==> src/gnf_pkg.sv <==
// Shared types and constants for the gradient noise fBm block.
`timescale 1ns / 1ps
package gnf_pkg;

  localparam int GRID_SIZE_DEF    = 256;
  localparam int OCTAVE_COUNT_DEF = 4;
  localparam int OCT_IDX_W        = 3;

  localparam logic [15:0] GAIN_RESET = 16'd32768;
  localparam logic [16:0] SQRT2_Q16  = 17'd92682;
  localparam logic [19:0] HEIGHT_MAX = 20'hFFFFF;

  typedef enum logic [3:0] {
    ST_IDLE, ST_RD_TL, ST_RD_TR, ST_RD_BL, ST_RD_BR, ST_DOT_BR,
    ST_BLEND_X, ST_BLEND_Y, ST_SCALE, ST_ACCUM, ST_FIN
  } state_t;

  typedef enum logic [3:0] {
    OP_NONE, OP_WRITE, OP_START, OP_RD_TL, OP_RD_TR, OP_RD_BL, OP_RD_BR,
    OP_DOT_BR, OP_BLEND_X, OP_BLEND_Y, OP_SCALE, OP_ACCUM, OP_LOAD_OUT
  } dp_op_t;

  typedef struct packed {
    dp_op_t                 op;
    logic [OCT_IDX_W-1:0]   oct;
  } dp_cmd_t;

  typedef struct packed {
    logic out_busy;
  } dp_sts_t;

endpackage

==> src/gnf_ctrl.sv <==
// Sequencer: walks each octave through corner reads, blends, scaling and accumulation.
`timescale 1ns / 1ps
module gnf_ctrl #(
  parameter int OCTAVE_COUNT = gnf_pkg::OCTAVE_COUNT_DEF
) (
  input  logic             clk,
  input  logic             rst_n,
  input  logic             in_valid,
  input  logic             in_action,
  output logic             in_stall,
  output gnf_pkg::dp_cmd_t cmd,
  input  gnf_pkg::dp_sts_t sts
);

  gnf_pkg::state_t                    state_r, state_nxt;
  logic [gnf_pkg::OCT_IDX_W-1:0]      oct_r, oct_nxt;
  logic                               last_oct;

  assign last_oct = (oct_r == gnf_pkg::OCT_IDX_W'(OCTAVE_COUNT - 1));

  always_ff @(posedge clk) begin
    if (!rst_n) begin
      state_r <= gnf_pkg::ST_IDLE;
      oct_r   <= '0;
    end else begin
      state_r <= state_nxt;
      oct_r   <= oct_nxt;
    end
  end

  always_comb begin
    state_nxt = state_r;
    oct_nxt   = oct_r;
    unique case (state_r)
      gnf_pkg::ST_IDLE: begin
        if (in_valid && in_action) begin
          state_nxt = gnf_pkg::ST_RD_TL;
          oct_nxt   = '0;
        end
      end
      gnf_pkg::ST_RD_TL:   state_nxt = gnf_pkg::ST_RD_TR;
      gnf_pkg::ST_RD_TR:   state_nxt = gnf_pkg::ST_RD_BL;
      gnf_pkg::ST_RD_BL:   state_nxt = gnf_pkg::ST_RD_BR;
      gnf_pkg::ST_RD_BR:   state_nxt = gnf_pkg::ST_DOT_BR;
      gnf_pkg::ST_DOT_BR:  state_nxt = gnf_pkg::ST_BLEND_X;
      gnf_pkg::ST_BLEND_X: state_nxt = gnf_pkg::ST_BLEND_Y;
      gnf_pkg::ST_BLEND_Y: state_nxt = gnf_pkg::ST_SCALE;
      gnf_pkg::ST_SCALE:   state_nxt = gnf_pkg::ST_ACCUM;
      gnf_pkg::ST_ACCUM: begin
        if (last_oct) begin
          state_nxt = gnf_pkg::ST_FIN;
        end else begin
          state_nxt = gnf_pkg::ST_RD_TL;
          oct_nxt   = oct_r + 1'b1;
        end
      end
      gnf_pkg::ST_FIN: begin
        if (!sts.out_busy) begin
          state_nxt = gnf_pkg::ST_IDLE;
        end
      end
      default: state_nxt = gnf_pkg::ST_IDLE;
    endcase
  end

  always_comb begin
    cmd.oct  = oct_r;
    cmd.op   = gnf_pkg::OP_NONE;
    in_stall = 1'b1;
    unique case (state_r)
      gnf_pkg::ST_IDLE: begin
        in_stall = 1'b0;
        if (in_valid) begin
          cmd.op = in_action ? gnf_pkg::OP_START : gnf_pkg::OP_WRITE;
        end
      end
      gnf_pkg::ST_RD_TL:   cmd.op = gnf_pkg::OP_RD_TL;
      gnf_pkg::ST_RD_TR:   cmd.op = gnf_pkg::OP_RD_TR;
      gnf_pkg::ST_RD_BL:   cmd.op = gnf_pkg::OP_RD_BL;
      gnf_pkg::ST_RD_BR:   cmd.op = gnf_pkg::OP_RD_BR;
      gnf_pkg::ST_DOT_BR:  cmd.op = gnf_pkg::OP_DOT_BR;
      gnf_pkg::ST_BLEND_X: cmd.op = gnf_pkg::OP_BLEND_X;
      gnf_pkg::ST_BLEND_Y: cmd.op = gnf_pkg::OP_BLEND_Y;
      gnf_pkg::ST_SCALE:   cmd.op = gnf_pkg::OP_SCALE;
      gnf_pkg::ST_ACCUM:   cmd.op = gnf_pkg::OP_ACCUM;
      gnf_pkg::ST_FIN: begin
        if (!sts.out_busy) begin
          cmd.op = gnf_pkg::OP_LOAD_OUT;
        end
      end
      default: cmd.op = gnf_pkg::OP_NONE;
    endcase
  end

endmodule

==> config.mk <==
export PLATFORM = sky130hd
export DESIGN_NAME = gnf_ctrl
export DESIGN_NICKNAME = d
export VERILOG_FILES = /design/src/gnf_pkg.sv /design/src/gnf_ctrl.sv
export SDC_FILE = /design/constraint.sdc
export NUM_CORES = 1
export LEC_CHECK = 0
export BUFFER_PORTS_ARGS = -buffer_cell sky130_fd_sc_hd__buf_2
export CAP_MARGIN = 10
export CORE_MARGIN = 2
export CORE_UTILIZATION = 30
export CTS_BUF_LIST = sky130_fd_sc_hd__clkbuf_4 sky130_fd_sc_hd__clkbuf_8 sky130_fd_sc_hd__clkbuf_16
export CTS_CLUSTER_DIAMETER = 80
export DETAILED_ROUTE_END_ITERATION = 16
export PLACE_DENSITY = 0.5
export SLEW_MARGIN = 15
export SYNTH_ARGS = -nofsm -noshare
export SYNTH_HDL_FRONTEND = slang
export SYNTH_SLANG_ARGS = --single-unit
==> constraint.sdc <==
create_clock -name clk -period 1.9 [get_ports clk]
set_input_delay 0.19 -clock clk [delete_from_list [all_inputs] [get_ports clk]]
set_output_delay 0.19 -clock clk [all_outputs]
set_load 0.1 [all_outputs]
**After elaboration in Yosys (flattened, before gate mapping)**

Index checks and enable logic that the tools add are counted.

- Register bits after elaboration: 7
- Bits of input ports: 5
- Logic and storage cells: 34

- Add/subtract/negate cells: 1
- Equal/unequal tests: 14
- Multiplexer cells: 12
- Reductions and logical operators: 5

Operators with widths:

| cell | number |
|---|---|
| 4-bit one-hot mux with 11 select lines | 2 |
| 4-bit by 3-bit == test with 1-bit output (second input constant) | 4 |
| 4-bit 2-to-1 mux | 4 |
| 4-bit == test (second input constant) | 3 |
| 4-bit by 2-bit == test with 1-bit output (second input constant) | 2 |
| 3-bit 2-to-1 mux | 2 |
| 2-bit inequality test (second input constant) | 3 |
| 3-bit one-hot mux with 2 select lines | 1 |
| 4-bit by 1-bit == test with 1-bit output (second input constant) | 1 |
| 4-bit zero test | 1 |
| 2-bit 2-to-1 mux | 2 |
| 3-bit by 1-bit adder with 3-bit output (second input constant) | 1 |
| 3-bit by 2-bit == test with 1-bit output (second input constant) | 1 |
| 3-bit AND reduction | 1 |
| 2-bit AND reduction | 1 |
| 2-bit nonzero test | 1 |
| 1-bit logical AND | 1 |
| 1-bit 2-to-1 mux | 1 |

**Depth between registers and ports, before layout**

Gate-level depths: netlist of the first run.

- Word-level depth: 3
- Gate-level depth with buffers: 6

**Worst setup path after synthesis of the first run**

OpenSTA, ideal clock, no wires.

- Kind: register to output
- Start point: register state_r[0]
- End point: output cmd[4] in the netlist's numbering
- Arrival time: 2.887 ns
- Setup slack: -1.177 ns
- Cell stages (with the launch flop): 4
- Buffers on the path: 1
- Path through: dfxtp_1 > buf_2 > a2111oi_0 > a211oi_1

RTL lines:

| item | RTL line | RTL |
|---|---|---|
| start: declaration | gnf_ctrl.sv:15 | `gnf_pkg::state_t state_r, state_nxt;` |
| start signal: assignment | gnf_ctrl.sv:23 | `state_r <= gnf_pkg::ST_IDLE;` |
| start signal: assignment | gnf_ctrl.sv:26 | `state_r <= state_nxt;` |
| end: declaration | gnf_ctrl.sv:11 | `output gnf_pkg::dp_cmd_t cmd,` |

==> results of run 1 <==
## metal layers
| metal | vias up | global-route usage | share of wire |
|---|---|---|---|
| li1 | 237 | - | - |
| met1 | 189 | 0.160 | 0.51 |
| met2 | 10 | 0.141 | 0.42 |
| met3 | 4 | 0.0250 | 0.056 |
| met4 | 0 | 0.109 | 0.017 |
| met5 | - | 0 | 0 |
## worst max path at each step
stage | start | slack [ns] | to | cells after the start
floorplan | state_r[3]$_SDFFE_PN0P_ | -0.24 | cmd[4] | 3
CTS | state_r[0]$_SDFFE_PN0P_ | 0.05 | cmd[4] | 3
detailed placement | state_r[0]$_SDFFE_PN0P_ | 0.32 | cmd[4] | 3
global placement | state_r[0]$_SDFFE_PN0P_ | 0.35 | cmd[4] | 3
finish | state_r[1]$_SDFFE_PN0P_ | 0.14 | cmd[3] | 4
global route | state_r[1]$_SDFFE_PN0P_ | 0.01 | cmd[3] | 4
## cells in the mapped netlist (all sizes together)
cell type	number
nand2	9
dfxtp	7
a21oi	4
buf	4
inv	4
o21ai	4
a211oi	3
nor2	3
ha	2
nand2b	2
o22ai	2
o32ai	2
xnor2	2
a2111oi	1
a31oi	1
and3b	1
nand3b	1
nand4b	1
nor2b	1
nor3	1
o22a	1
or3	1
or3b	1
xor2	1
## through the flow
stage	hold slack, ns	setup WS, ns	utilization
after floorplan	0.335	-0.240	-
after global placement	0.465	0.353	0.380
after detailed placement	0.461	0.322	0.380
after CTS	0.239	0.0466	0.400
after global routing	0.238	0.0105	0.403
final	0.242	0.136	0.403
## sequential cells by signal (all words and copies together) (netlist names)
register and cells:
state_r 4, oct_r 3
## where the power goes
part / leakage (nW) / switching [mW] / total [mW] / internal (mW)
logic: 0.170 / 0.299 / 0.414 / 0.115
registers: 0.0583 / 0.0405 / 0.199 / 0.158
clock network: 0.0184 / 0.0537 / 0.148 / 0.0943
## layout make-up
cell class	count	area [µm²]	area share
multi-input combinational	44	313	0.515
timing repair buffer	13	85.1	0.140
inverter	4	15.0	0.0247
tap	16	20.0	0.0330
clock buffer	4	30.0	0.0495
sequential	7	144	0.237
## worst min-delay path, cell delays in order
cell	delay [ns]
buf_2	0.13
nand2_1	0.07
o32ai_1	0.06
## logic make-up (layout without fill, tap and decap cells)
| group | count (synthesis) | count (layout) | share of synthesized area |
|---|---|---|---|
| AO/OA/AOI/OAI | 18 | 18 | 0.252 |
| XOR/XNOR | 3 | 3 | 0.0551 |
| adder cells (fa/ha/maj) | 2 | 2 | 0.0525 |
| buffers and inverters | 8 | 21 | 0.0866 |
| flip-flops | 7 | 7 | 0.294 |
| AND/OR/NAND/NOR | 21 | 21 | 0.260 |
==> results.toml, run 1 <==
[final_layout]
layoutNonFillerInstCount = 88
diodes = 0
layout.cells.most_common = "buf_2"
nets = 80
design_area_um2 = 607
drive_gt1_frac = 0.361
most-common-layout-cells = "buf_2, nand2_1, clkbuf_4, inv_1, dfxtp_1"
area_growth_pct = 27.3
fillCellCount = 160

[detailed_routing]
drt_pass1_iterations = 1
vias_per_cell = 5.00
drt_iter0_markers = 0
wl_per_cell_um = 10.7
routed_wl_um = 940
final_antenna_net_count = 0
post-route-drc-count = 0
num_vias = 440

[sta]
hold_violations = 0
fmax_mhz = 567
timing.setup.tns_ns = 0
slew_violations = 0
fin_crit_ns = 1.76
rsz0062_at_grt = "no"
maxSlewHeadroom = 0.676
period_share = 0.929
tightest_slew_ns = 0.489
setup_viol = 0
finClkSkew_ns = 0.00230

[synth]
synth.largest_area_cell = "dfxtp_1"
yosysWarnings = 0
seq_area_frac_synth = 0.294
yosys-top-cells-area = "dfxtp_1, nand2_1, ha_1"
synthesis.nets = 66
synthesis.area_um2 = 477
syn-instance-count = 59
avgSynthCellArea_um2 = 8.08
ys_types = 28
yosys.area.top_type_share = 0.294
ys_ff_latch = 7

[clocking]
hold_buffers = 0
cts_tree = "built"
clock_latency_ns = 0.25
cts_setup_buffers = 0
clockBufferDepth = 2
cts_buffers = 3
postCtsResizedCells = 0
numClockSinks = 7
clk_pin_slew_ns = 0.05
h-tree-depth = 1
root_buffer = "clkbuf_4"

[job]
maxCapViolations = 0

[worst_hold_path]
hold_class = "in2reg"
worstHoldEndpoint = "oct_r[2]$_SDFFE_PN0P_"
hold_start = "rst_n"
holdPathStages = 3

[placed_design]
dpl_cell_area_um2 = 573
placed_cells = 84
gp_congestion = 0.680
hpwlAfterDp_um = 713
io_buffers = 12

[setup_path]
r2r_setup_slack_ns = 0.41
startpoint_type = "register"
crit_path_cell_trace = "nor2_4 -> a31oi_1 -> o21ai_2 -> buf_2"
setup.worst_path.end_class = "primary output"
r2r_end = "oct_r[2]$_SDFFE_PN0P_"
critical_path_arrival_ns = 1.57
crit_path_max_incr_delay_ns = 0.44
slowest_stage = "dfxtp_1"
rr_startpoint = "oct_r[0]$_SDFFE_PN0P_"
reg2reg_depth = 5
crit_fanout = 10
required_ns = 1.71
crit_buf_inv = 1
crit_family = "flip-flops"
crit_type = "reg2out"

[floorplanning]
dieHeight_um = 43.9
top_level_ports = 13
die_area_um2 = 1920
row_count = 14
fp.dieW_um = 43.9
start_util = 0.316
core_area_um2 = 1510

[power_and_ir_drop]
power_uw = 761
powerDensity_nw_per_um2 = 1250
p_leak_nw = 0.247
vdd_drop_max_mv = 0.451

[grt]
grt_util_all_layers = 0.115
grt_pass1_wl_mm = 1.59
grt_max_degree = 15
grt_remaining_overflow = 0
antenna_found_initial = 0
grt_pass1_vias = 380

[status]
status = "finished, final reports clean"
Note: power is estimated with default switching activity, not from simulation.
==> run 2, diff against run 1 <==
--- a/config.mk
+++ b/config.mk
@@ -13,6 +13,7 @@
 export CTS_CLUSTER_DIAMETER = 80
 export DETAILED_ROUTE_END_ITERATION = 16
 export PLACE_DENSITY = 0.5
+export RECOVER_POWER = 50
 export SLEW_MARGIN = 15
 export SYNTH_ARGS = -nofsm -noshare
 export SYNTH_HDL_FRONTEND = slang
==> run 2 against run 1 <==
Net effect:
- sequential cell count is the same
- via count shrank 0.91%
- utilization shrank 0.83 points
- worst setup slack gained 0.028 ns
==> results.toml, run 2 (synthesized netlist as in run 1, its figures left out) <==
[job]
maxCapViolations = 0

[power_and_ir_drop]
powerDensity_nw_per_um2 = 1270
p_leak_nw = 0.233
vdd_drop_max_mv = 0.452

[worst_hold_path]
hold_class = "in2reg"
holdPathStages = 3

[sta]
rsz0062_at_grt = "no"
tightest_slew_ns = 1.16
fmax_mhz = 576
hold_violations = 0
maxSlewHeadroom = 0.229
slew_violations = 0
period_share = 0.914
fin_crit_ns = 1.74
finClkSkew_ns = 0.00231
setup_viol = 0

[grt]
grt_util_all_layers = 0.115
grtUsageMet1 = 0.160
antenna_found_initial = 0
grt_pass1_wl_mm = 1.59
grt_max_degree = 15
grt_pass1_vias = 380
grt_remaining_overflow = 0
grtUsageMet3 = 0.0250
met2_usage = 0.141
busiest_layer = "met1"

[final_layout]
most-common-layout-cells = "nand2_1, buf_2, clkbuf_4, dfxtp_1, inv_1"
area.sequential_um2 = 143
fillCellCount = 164
diodes = 0
largest_register = "state_r"
reg_top3 = "state_r (4), oct_r (3)"
post-route-util = 0.395
area_growth_pct = 24.7
drive_gt1_frac = 0.292
multi_input_area_um2 = 305
largest_reg_flops = 4
nets = 80
layoutNonFillerInstCount = 88
layout.cells.most_common = "nand2_1"

[clocking]
h-tree-depth = 1
hold_buffers = 0
root_buffer = "clkbuf_4"
cts_tree = "built"
clock_latency_ns = 0.25
clk_pin_slew_ns = 0.05
numClockSinks = 7
clockBufferDepth = 2
cts_buffers = 3

[floorplanning]
start_util = 0.316
row_count = 14
fp.dieW_um = 43.9
core_area_um2 = 1510
top_level_ports = 13
dieHeight_um = 43.9
die_area_um2 = 1920

[setup_path]
required_ns = 1.71
crit_fanout = 10
reg2reg_depth = 5
startpoint_type = "register"
setup.worst_path.end_class = "primary output"
crit_family = "flip-flops"
r2r_setup_slack_ns = 0.40
crit_path_cell_trace = "nor2_4 -> a31oi_1 -> o21ai_2 -> buf_2"
crit_path_max_incr_delay_ns = 0.43
crit_cells = 4
crit_type = "reg2out"
crit_buf_inv = 1
slowest_stage = "dfxtp_1"
critical_path_arrival_ns = 1.55

[detailed_routing]
post-route-drc-count = 0
drt_iter0_markers = 2
drt_pass1_iterations = 4
num_vias = 436
final_antenna_net_count = 0
routed_wl_um = 962
wl_per_cell_um = 10.9
vias_per_cell = 4.95

[status]
status = "finished, final reports clean"

[placed_design]
io_buffers = 12
hpwlAfterDp_um = 713
placed_cells = 84
gp_congestion = 0.680
==> run 2: path summary, 6_finish.rpt <==
check / start / end
min: rst_n / oct_r[2]$_SDFFE_PN0P_
max reg2reg: oct_r[0]$_SDFFE_PN0P_ / oct_r[2]$_SDFFE_PN0P_
max: state_r[1]$_SDFFE_PN0P_ / cmd[3]
min reg2reg: oct_r[2]$_SDFFE_PN0P_ / oct_r[2]$_SDFFE_PN0P_
==> run 2: through the flow <==
| stage | total power [mW] | TNS, ns | hold WS (ns) | instance area, µm² | worst slack, ns |
|---|---|---|---|---|---|
| 3_3_place_gp | 0.615 | 0 | 0.465 | 573 | 0.353 |
| 2_1_floorplan | 0.547 | -0.561 | 0.335 | 497 | -0.240 |
| 4_1_cts | 0.766 | 0 | 0.239 | 603 | 0.0466 |
| 5_1_grt | 0.803 | 0 | 0.238 | 594 | 0.0212 |
| 6_report | 0.758 | 0 | 0.250 | 594 | 0.164 |
| 3_5_place_dp | 0.615 | 0 | 0.461 | 573 | 0.322 |
==> run 2: repair_timing <==
| action | CTS | global route |
|---|---|---|
| setup buffers | 0 | 0 |
| setup endpoints to repair | 0 | 1 |
| gates resized for setup | 0 | 2 |
==> run 2: report_power, final <==
| group | switching (mW) | internal [mW] | total [mW] |
|---|---|---|---|
| Clock | 0.0526 | 0.0942 | 0.147 |
| Combinational | 0.299 | 0.115 | 0.414 |
| Sequential | 0.0385 | 0.158 | 0.197 |
==> run 2: layout make-up <==
cell class                 instances  area share
multi-input combinational         44       0.514
inverter                           4      0.0253
tap                               16      0.0337
sequential                         7       0.240
clock buffer                       4      0.0505
timing repair buffer              13       0.137
==> run 2: tightest hold or removal path: stages <==
cell and delay (ns):
buf_2 0.13, nand2_1 0.07, o32ai_1 0.06
==> run 2: layer usage <==
layer | part of all wire | vias to the layer above | routed length [µm]
met5 | 0 | - | 0
met4 | 0.012 | 0 | 12
met3 | 0.052 | 2 | 50
met2 | 0.40 | 10 | 384
met1 | 0.54 | 186 | 515
li1 | - | 238 | -
==> run 3, diff against run 2 <==
--- a/config.mk
+++ b/config.mk
@@ -8,11 +8,11 @@
 export BUFFER_PORTS_ARGS = -buffer_cell sky130_fd_sc_hd__buf_2
 export CAP_MARGIN = 10
 export CORE_MARGIN = 2
-export CORE_UTILIZATION = 30
+export CORE_UTILIZATION = 35
 export CTS_BUF_LIST = sky130_fd_sc_hd__clkbuf_4 sky130_fd_sc_hd__clkbuf_8 sky130_fd_sc_hd__clkbuf_16
 export CTS_CLUSTER_DIAMETER = 80
 export DETAILED_ROUTE_END_ITERATION = 16
-export PLACE_DENSITY = 0.5
+export PLACE_DENSITY = 0.56
 export RECOVER_POWER = 50
 export SLEW_MARGIN = 15
 export SYNTH_ARGS = -nofsm -noshare
==> constraint.sdc (replaced) <==
create_clock -name clk -period 1.7 [get_ports clk]
set_input_delay 0.17 -clock clk [delete_from_list [all_inputs] [get_ports clk]]
set_output_delay 0.17 -clock clk [all_outputs]
set_load 0.1 [all_outputs]
==> run 3 against run 2 <==
Net effect:
- power grew 22%
- die area is 13% lower
- clock skew down 0.0013 ns
- sequential cell count stayed put
- utilization grew 12 points
- clock power increased by 17%
- hold slack worse by 0.046 ns
- critical path depth fell by 1
- sequential power grew 11%
- register-to-register slack worse by 0.14 ns
- via count is 3.7% higher
- non-clock buffer count up 1
- critical endpoint is now cmd[4]
- largest cell class unchanged
- largest power group unchanged
- highest routed layer unchanged
==> results.toml, run 3 (synthesized netlist as in run 1, its figures left out) <==
[sta]
rsz0062_at_grt = "no"
timing.setup.tns_ns = 0
hold_violations = 0
fmax_mhz = 625
maxSlewHeadroom = 0.642
tightest_slew_ns = 0.540
slew_violations = 0
period_share = 0.941
setup_viol = 0
hold-worst-slack_ns = 0.203
finClkSkew_ns = 0.00103
fin_crit_ns = 1.60

[placed_design]
io_buffers = 12
hpwlAfterDp_um = 716
placed_cells = 84
gp_congestion = 0.706

[power_and_ir_drop]
p_leak_nw = 0.262
powerDensity_nw_per_um2 = 1390
vdd_drop_max_mv = 0.597

[final_layout]
layout.cells.most_common = "nand2_1"
fillCellCount = 121
nets = 81
largest_register = "state_r"
most-common-layout-cells = "nand2_1, clkbuf_4"
area_growth_pct = 39.6
largest_reg_flops = 4
reg_top3 = "state_r (4), oct_r (3)"
drive_gt1_frac = 0.411
diodes = 0
layoutNonFillerInstCount = 88

[clocking]
root_buffer = "clkbuf_4"
clock_latency_ns = 0.26
hold_buffers = 0
clockBufferDepth = 2
h-tree-depth = 1
numClockSinks = 7
cts_tree = "built"
cts_setup_buffers = 0
cts_buffers = 3
clk_pin_slew_ns = 0.05

[grt]
antenna_found_initial = 0
grt_pass1_wl_mm = 1.41
grt_pass1_vias = 336
grt_max_degree = 15
grt_remaining_overflow = 0
grt_util_all_layers = 0.136

[setup_path]
startpoint = "state_r[3]$_SDFFE_PN0P_"
reg2reg_depth = 5
rr_startpoint = "oct_r[0]$_SDFFE_PN0P_"
crit_family = "compound AO/OA/AOI/OAI gates"
required_ns = 1.53
crit_path_max_incr_delay_ns = 0.46
r2r_end = "oct_r[0]$_SDFFE_PN0P_"
slowest_stage = "a2111oi_1"
crit_cells = 3
crit_type = "reg2out"
r2r_setup_slack_ns = 0.26
crit_fanout = 10
setup.worst_path.end_class = "primary output"
crit_buf_inv = 1
startpoint_type = "register"
crit_path_cell_trace = "a2111oi_1 -> a211oi_2 -> buf_12"
critical_path_arrival_ns = 1.43
setup.worst_path.end = "cmd[4]"

[job]
maxCapViolations = 0

[worst_hold_path]
hold_start = "rst_n"
hold_class = "in2reg"
holdPathStages = 3

[floorplanning]
core_area_um2 = 1280
fp.dieW_um = 40.9
start_util = 0.371
row_count = 13
dieHeight_um = 40.9
die_area_um2 = 1670
top_level_ports = 13

[detailed_routing]
final_antenna_net_count = 0
drt_iter0_markers = 4
num_vias = 452
wl_per_cell_um = 10.6
drt_pass1_iterations = 4
vias_per_cell = 5.14
routed_wl_um = 936
post-route-drc-count = 0

[status]
status = "finished, final reports clean"
==> run 3: layout make-up <==
| type | instances | area, µm² | area share |
|---|---|---|---|
| Timing Repair Buffer | 14 | 138 | 0.207 |
| Clock buffer | 4 | 30.0 | 0.0451 |
| Inverter | 4 | 15.0 | 0.0226 |
| Multi-Input combinational cell | 44 | 315 | 0.474 |
| Sequential cell | 7 | 149 | 0.224 |
| Tap cell | 15 | 18.8 | 0.0282 |
==> run 3: worst min-delay path by stage <==
stage / to
after global routing: oct_r[2]$_SDFFE_PN0P_
after floorplan: oct_r[2]$_SDFFE_PN0P_
after detailed placement: oct_r[2]$_SDFFE_PN0P_
after global placement: oct_r[2]$_SDFFE_PN0P_
final: oct_r[2]$_SDFFE_PN0P_
after CTS: oct_r[2]$_SDFFE_PN0P_
==> run 3: routing by layer <==
| metal | routed length [µm] | vias to the layer above | GRT usage |
|---|---|---|---|
| met1 | 436 | 197 | 0.172 |
| li1 | - | 241 | - |
| met3 | 53 | 4 | 0.0326 |
| met4 | 20 | 0 | 0.125 |
| met5 | 0 | - | 0 |
| met2 | 425 | 10 | 0.184 |
==> run 3: timing repair <==
item,in CTS,in global routing
gates resized for setup,1,3
setup endpoints to repair,1,2
pin swaps,0,0
==> run 3: stage by stage <==
| step | area, µm² | setup WS [ns] | power [mW] | utilization |
|---|---|---|---|---|
| after global routing | 666 | 0.00616 | 0.984 | 0.518 |
| after global placement | 647 | 0.258 | 0.786 | 0.503 |
| after floorplan | 504 | -0.420 | 0.612 | - |
| final | 666 | 0.101 | 0.926 | 0.518 |
| after CTS | 678 | 0.0219 | 0.967 | 0.528 |
| after detailed placement | 647 | 0.281 | 0.785 | 0.503 |
==> run 3: worst min-delay path, delay by kind of cell <==
| kind | cells | cell delay (ns) |
|---|---|---|
| AND/OR/NAND/NOR | 1 | 0.06 |
| AO/OA/AOI/OAI | 1 | 0.05 |
| buffers and inverters | 1 | 0.13 |
==> run 3: report_power, final <==
group / internal [mW] / switching (mW) / total, mW
combinational: 0.185 / 0.351 / 0.536
clock: 0.106 / 0.0666 / 0.172
sequential: 0.178 / 0.0396 / 0.218
total: 0.469 / 0.458 / 0.926
